File: src/rtl/mlp_pkg.sv
// Package: word types, constants and fixed-point helpers for the MLP regressor.
package mlp_pkg;

  typedef struct packed {
    logic               req_type;
    logic [6:0]         coef_addr;
    logic signed [31:0] coef_value;
    logic signed [31:0] absorb_254;
    logic signed [31:0] absorb_550;
    logic signed [31:0] water_temp;
  } mlp_req_t;

  typedef struct packed {
    logic signed [31:0] cod_value;
    logic signed [31:0] uv254_value;
  } mlp_rsp_t;

  typedef struct packed {
    logic               start;
    logic signed [31:0] dividend;
    logic signed [31:0] divisor;
  } mlp_div_req_t;

  typedef struct packed {
    logic               busy;
    logic               done;
    logic signed [31:0] quot;
  } mlp_div_rsp_t;

  localparam logic REQ_LOAD    = 1'b0;
  localparam logic REQ_PREDICT = 1'b1;

  localparam logic [16:0] TanhSat = 17'd65492;

  function automatic logic signed [31:0] sat48(input logic signed [47:0] v);
    if (v > 48'sd2147483647) begin
      return 32'sh7FFF_FFFF;
    end else if (v < -48'sd2147483648) begin
      return 32'sh8000_0000;
    end
    return v[31:0];
  endfunction

  function automatic logic signed [31:0] sat_add(input logic signed [31:0] a,
                                                 input logic signed [31:0] b);
    logic signed [47:0] s;
    s = 48'(a) + 48'(b);
    return sat48(s);
  endfunction

  function automatic logic signed [31:0] sat_sub(input logic signed [31:0] a,
                                                 input logic signed [31:0] b);
    logic signed [47:0] s;
    s = 48'(a) - 48'(b);
    return sat48(s);
  endfunction

  function automatic logic signed [31:0] qmul_sat(input logic signed [63:0] p);
    logic signed [63:0] t;
    t = p >>> 16;
    if (t > 64'sd2147483647) begin
      return 32'sh7FFF_FFFF;
    end else if (t < -64'sd2147483648) begin
      return 32'sh8000_0000;
    end
    return t[31:0];
  endfunction

  function automatic logic [15:0] tanh_tab(input logic [3:0] idx);
    case (idx)
      4'd0:    return 16'd0;
      4'd1:    return 16'd30286;
      4'd2:    return 16'd49911;
      4'd3:    return 16'd59320;
      4'd4:    return 16'd63179;
      4'd5:    return 16'd64659;
      4'd6:    return 16'd65212;
      4'd7:    return 16'd65417;
      default: return 16'd65492;
    endcase
  endfunction

  function automatic logic signed [31:0] tanh_pl(input logic signed [31:0] x);
    logic [32:0] ax;
    logic [2:0]  seg;
    logic [14:0] frac;
    logic [15:0] lo;
    logic [15:0] hi;
    logic [30:0] pr;
    logic [16:0] y;
    ax = x[31] ? (~{x[31], x} + 33'd1) : {1'b0, x};
    if (ax >= 33'h4_0000) begin
      y = TanhSat;
    end else begin
      seg  = ax[17:15];
      frac = ax[14:0];
      lo   = tanh_tab({1'b0, seg});
      hi   = tanh_tab({1'b0, seg} + 4'd1);
      pr   = 31'(16'(hi - lo)) * 31'(frac);
      y    = 17'(lo) + 17'(pr >> 15);
    end
    return x[31] ? -32'(y) : 32'(y);
  endfunction

endpackage

File: src/rtl/mlp_div.sv
// Restoring divider: saturated (d * 65536) / s, truncated toward zero, one bit a cycle.
module mlp_div (
  input  logic                  clk_i,
  input  logic                  rst_ni,
  input  mlp_pkg::mlp_div_req_t req_i,
  output mlp_pkg::mlp_div_rsp_t rsp_o
);
  import mlp_pkg::*;

  logic        busy_q, busy_d;
  logic        done_q, done_d;
  logic [5:0]  cnt_q, cnt_d;
  logic [47:0] num_q, num_d;
  logic [32:0] rem_q, rem_d;
  logic [31:0] den_q, den_d;
  logic        neg_q, neg_d;
  logic [32:0] rem_sh;
  logic [31:0] da;
  logic [31:0] sa;
  logic signed [31:0] quot;

  assign da = req_i.dividend[31] ? 32'(-req_i.dividend) : 32'(req_i.dividend);
  assign sa = req_i.divisor[31] ? 32'(-req_i.divisor) : 32'(req_i.divisor);
  assign rem_sh = {rem_q[31:0], num_q[47]};

  always_comb begin
    busy_d = busy_q;
    done_d = 1'b0;
    cnt_d  = cnt_q;
    num_d  = num_q;
    rem_d  = rem_q;
    den_d  = den_q;
    neg_d  = neg_q;
    if (!busy_q && req_i.start) begin
      busy_d = 1'b1;
      cnt_d  = 6'd48;
      num_d  = {da, 16'd0};
      rem_d  = '0;
      den_d  = sa;
      neg_d  = req_i.dividend[31] ^ req_i.divisor[31];
    end else if (busy_q) begin
      if (rem_sh >= {1'b0, den_q}) begin
        rem_d = rem_sh - {1'b0, den_q};
        num_d = {num_q[46:0], 1'b1};
      end else begin
        rem_d = rem_sh;
        num_d = {num_q[46:0], 1'b0};
      end
      cnt_d = cnt_q - 6'd1;
      if (cnt_q == 6'd1) begin
        busy_d = 1'b0;
        done_d = 1'b1;
      end
    end
  end

  always_ff @(posedge clk_i or negedge rst_ni) begin
    if (!rst_ni) begin
      busy_q <= 1'b0;
      done_q <= 1'b0;
      cnt_q  <= '0;
    end else begin
      busy_q <= busy_d;
      done_q <= done_d;
      cnt_q  <= cnt_d;
    end
  end

  always_ff @(posedge clk_i) begin
    num_q <= num_d;
    rem_q <= rem_d;
    den_q <= den_d;
    neg_q <= neg_d;
  end

  always_comb begin
    if (neg_q) begin
      if (num_q > 48'h8000_0000) begin
        quot = 32'sh8000_0000;
      end else begin
        quot = -(num_q[31:0]);
      end
    end else begin
      if (num_q > 48'h7FFF_FFFF) begin
        quot = 32'sh7FFF_FFFF;
      end else begin
        quot = num_q[31:0];
      end
    end
  end

  assign rsp_o.busy = busy_q;
  assign rsp_o.done = done_q;
  assign rsp_o.quot = quot;

endmodule

File: config.mk
export PLATFORM = sky130hd
export DESIGN_NAME = mlp_div
export DESIGN_NICKNAME = d
export VERILOG_FILES = /design/src/rtl/mlp_pkg.sv /design/src/rtl/mlp_div.sv
export SDC_FILE = /design/constraint.sdc
export NUM_CORES = 1
export LEC_CHECK = 0
export ABC_CLOCK_PERIOD_IN_PS = 3550
export CAP_MARGIN = 40
export CORE_ASPECT_RATIO = 1.1
export CORE_UTILIZATION = 35
export DETAILED_ROUTE_END_ITERATION = 10
export DONT_BUFFER_PORTS = 1
export PLACE_DENSITY = 0.62
export SLEW_MARGIN = 20
export SYNTH_ARGS = -nofsm -noshare
export SYNTH_HDL_FRONTEND = slang
export SYNTH_SLANG_ARGS = --single-unit
File: constraint.sdc
create_clock -name clk_i -period 3.55 [get_ports clk_i]
set_input_delay 0.71 -clock clk_i [delete_from_list [all_inputs] [get_ports clk_i]]
set_output_delay 0.71 -clock clk_i [all_outputs]
set_load 0.1 [all_outputs]
==> metrics.log <==
INFO  metric status = finished with violations
INFO  metric violations = setup timing
INFO  metric path_class = reg -> out
INFO  metric yosysSeqAreaShare = 36.4%
INFO  metric synthDistinctLibCells = 61
INFO  metric power.share.clock = 18.4%
INFO  metric critical_path.max_fanout = 3
INFO  metric dieHeight = 166 microns
INFO  metric r2r.worst_path.cells = 13
INFO  metric fin_crit_sh = 131%
INFO  metric grt_start_max_net_pins = 45
INFO  metric share_seq_of_total_power = 28.1%
INFO  metric clock-skew-final = 11.0 ps
INFO  metric clockBufferDepth = 2
INFO  metric worst_max_slew_pin_slew = 910 ps
INFO  metric drtIter0Drc = 501
INFO  metric internal_power = 5.30 mW
INFO  metric slew-limit-headroom = 39.1%
INFO  metric post_layout_nonfiller_instances = 1,440
INFO  metric number_of_violations_of_the_max_capacitance_limit = 0
INFO  metric detail_route.vias_per_cell = 5.55
INFO  metric grt_overflow = 0
INFO  metric final-setup-viol-count = 32
INFO  metric route.detailed.wl_per_inst = 16.6 microns
INFO  metric detailed_place_hpwl = 16,500 microns
INFO  metric final_cell_area = 11,700 sq um
INFO  metric power.static_leakage = 4.55 nW
INFO  metric worst_r2r_startpoint = num_q[47]
INFO  metric num_antenna_cells = 0
INFO  metric postRouteAntennaNets = 0
INFO  metric synth_edf_count = 65
INFO  metric post_synth_instance_area = 8540 sq um
INFO  metric utilization = 48.9%
INFO  metric finalCriticalPeriod = 4640 ps
INFO  metric setup.worst_path.start_class = flop
INFO  metric max_freq = 216 MHz
INFO  metric row_count = 59
INFO  metric clock-root-buffer = clkbuf_16
INFO  metric dpl_cell_area = 10,300 sq um
INFO  metric combPwrFrac = 53.5%
INFO  metric htree_levels = 4
INFO  metric setup.worst_path.end_class = output pin
INFO  metric die_area = 25,000 sq um
INFO  metric finish.net_count = 1,227
INFO  metric hold_start = req_i[64]
INFO  metric min_path_cells = 1
INFO  metric power.ir.vdd_worst = 0.000476 V
INFO  metric globalRouteTotalUtil = 19.3%
INFO  metric most_common_library_cell_in_the_layout_ignoring_fill_and_taps = nand2_1
INFO  metric numCtsBuffers = 17
INFO  metric clock_insertion_delay_worst_skew = 420 ps
INFO  metric p_sw = 4.01 mW
INFO  metric async_flop_share = 6.61%
INFO  metric clk_pin_slew = 60 ps
INFO  metric drive_above_1_share = 24.4%
INFO  metric post_synth.cell_area_avg = 8.33 sq um
INFO  metric initial_core_util = 35.8%
INFO  metric routed_wl = 23,800 microns
INFO  metric worst_case_setup_margin_in_the_final_layout = -1090 ps
INFO  metric sw_share = 43.0%
INFO  metric number_of_antenna_violations_at_the_first_check_in_global_routing = 0
INFO  metric ys_ff_latch = 121
INFO  metric grt_pass1_wl = 38,800 microns
INFO  metric mostFrequentLayoutCells = 143 x nand2_1, 105 x o21ai_0, 71 x buf_4, 65 x edfxtp_1, 53 x inv_1
INFO  metric reg2reg_slack = 340 ps
INFO  metric cts_tree = done
INFO  metric power-per-cell-area = 798 nW/um^2
INFO  metric worst_hold_path_type = in -> reg
INFO  metric synth_ff_type = edfxtp_1
INFO  metric routabilityCongestion = 0.878
INFO  metric synthToLayoutAreaGrowth = 36.5%
INFO  metric synth_cells = 1,026
INFO  metric final_max_slew_viol_count = 0
INFO  metric final-hold-violation-count = 0
INFO  metric drt-pass1-iter-count = 5
INFO  metric synthesis.nets = 1,131
INFO  metric floorplan.core_area = 23,800 sq um
INFO  metric die_w = 151 microns
INFO  metric vias = 7,989
INFO  metric r2r-end = rem_q[28]
INFO  metric place_inst = 1,378
INFO  metric arrival = 3930 ps
INFO  metric place.port_buffers = 0
INFO  metric first_global_vias = 7,928
INFO  metric route.detailed.drc = 0
INFO  metric worstHoldEndpoint = num_q[13]
INFO  metric critPathRequiredTime = 2840 ps
INFO  metric grt_setup_unrepaired = true
INFO  metric ios = 101
INFO  metric number_of_sinks_handled_by_clock_tree_synthesis = 121
INFO  metric ys.warnings.count = 0
-- synthesized netlist by cell type, types with 4 or more instances --
cell | n | area (sq um)
o211ai_1 | 8 | 60.1
o22ai_1 | 7 | 43.8
edfxtp_1 | 65 | 1950
nor2_1 | 43 | 161
or3_1 | 15 | 93.8
ha_1 | 37 | 463
mux2i_1 | 21 | 210
nand4_1 | 17 | 106
nand3_1 | 9 | 45.0
xor2_1 | 39 | 342
nand2b_1 | 11 | 68.8
nor4_1 | 17 | 106
nand2_1 | 153 | 574
a21oi_1 | 60 | 300
o21bai_1 | 4 | 30.0
o31ai_1 | 35 | 263
a32oi_1 | 6 | 52.6
nor3_1 | 22 | 110
inv_1 | 56 | 210
or4_1 | 16 | 120
dfxtp_1 | 48 | 961
o21ai_0 | 134 | 671
or2_2 | 7 | 43.8
xnor2_1 | 50 | 438
a31oi_1 | 5 | 31.3
clkbuf_1 | 46 | 173
dfrtp_1 | 8 | 200
a21o_1 | 22 | 165
nor2b_1 | 5 | 31.3
o41ai_1 | 10 | 87.6
-- kinds of logic after synthesis --
kind of cell,count (synthesis),synth area share (%)
xor+xnor,89,9.12
fa+ha+maj,38,5.65
flops,121,36.4
simple gates,330,18.7
compound gates,316,22.6
buf+inv,111,5.01
mux,21,2.46
-- sequential cells by signal, summed over array words and instances, names as in the netlist --
name and cells:
cnt_q 6, num_q 48, rem_q 32, busy_q 1, neg_q 1, done_q 1
den_q 32
-- cell type report --
class / instances / area [sq um]
fill: 2173 / 12200
multi-input combinational: 794 / 5730
sequential: 121 / 3120
timing repair buffer: 131 / 1620
clock buffer: 18 / 439
tap: 305 / 382
inverter: 57 / 221
clock inverter: 14 / 146
-- power by group through the flow --
stage / clock network [mW] / registers, mW / logic, mW
global route: 1.81 / 2.69 / 5.46
floorplan: 0 / 2.58 / 3.30
CTS: 1.74 / 2.59 / 4.87
global placement: 0 / 2.58 / 4.65
detailed placement: 0 / 2.59 / 4.74
finish: 1.71 / 2.61 / 4.98
-- worst max-delay path by stage --
stage | startpoint | end
after floorplan | num_q[0] | rsp_o[29]
after global placement | num_q[0] | rsp_o[23]
after detailed placement | num_q[0] | rsp_o[23]
after CTS | num_q[0] | rsp_o[23]
after global routing | num_q[0] | rsp_o[27]
final | num_q[0] | rsp_o[23]
-- worst max-delay path, stage by stage, from the launching register on --
cell	delay, ps
dfxtp_2	320
or4_4	520
or4_4	430
or3_4	350
or4_4	430
or3_4	380
buf_4	170
or3_4	390
o21ai_2	130
a21oi_2	90
o21ai_4	120
buf_12	190
-- metal layers --
layer / vias up / share of wire, % / track usage, %
met5: - / 0 / 0
met4: 0 / 2.6 / 6.52
li1: 3935 / - / -
met3: 43 / 4.1 / 4.01
met2: 212 / 51 / 33.7
met1: 3799 / 43 / 23.1
-- per-stage QoR --
step | hold slack (ps) | setup WS (ps) | TNS [ps] | power, mW
after detailed placement | 415 | -618 | -3690 | 7.33
after global placement | 415 | -602 | -3160 | 7.23
after CTS | 374 | -1030 | -10170 | 9.20
final | 392 | -1090 | -16810 | 9.31
after global routing | 363 | -1190 | -19610 | 9.97
after floorplan | 414 | -1310 | -7140 | 5.88
-- what timing repair did --
action,4_1_cts,5_1_grt
gates resized for setup,84,43
hold endpoints to repair,8,0
buffers inserted,13,16
cloned,4,0
pin swaps,40,31
setup endpoints to repair,32,32
hold buffers,1,0
No activity file was read; power rests on OpenSTA's default activity.
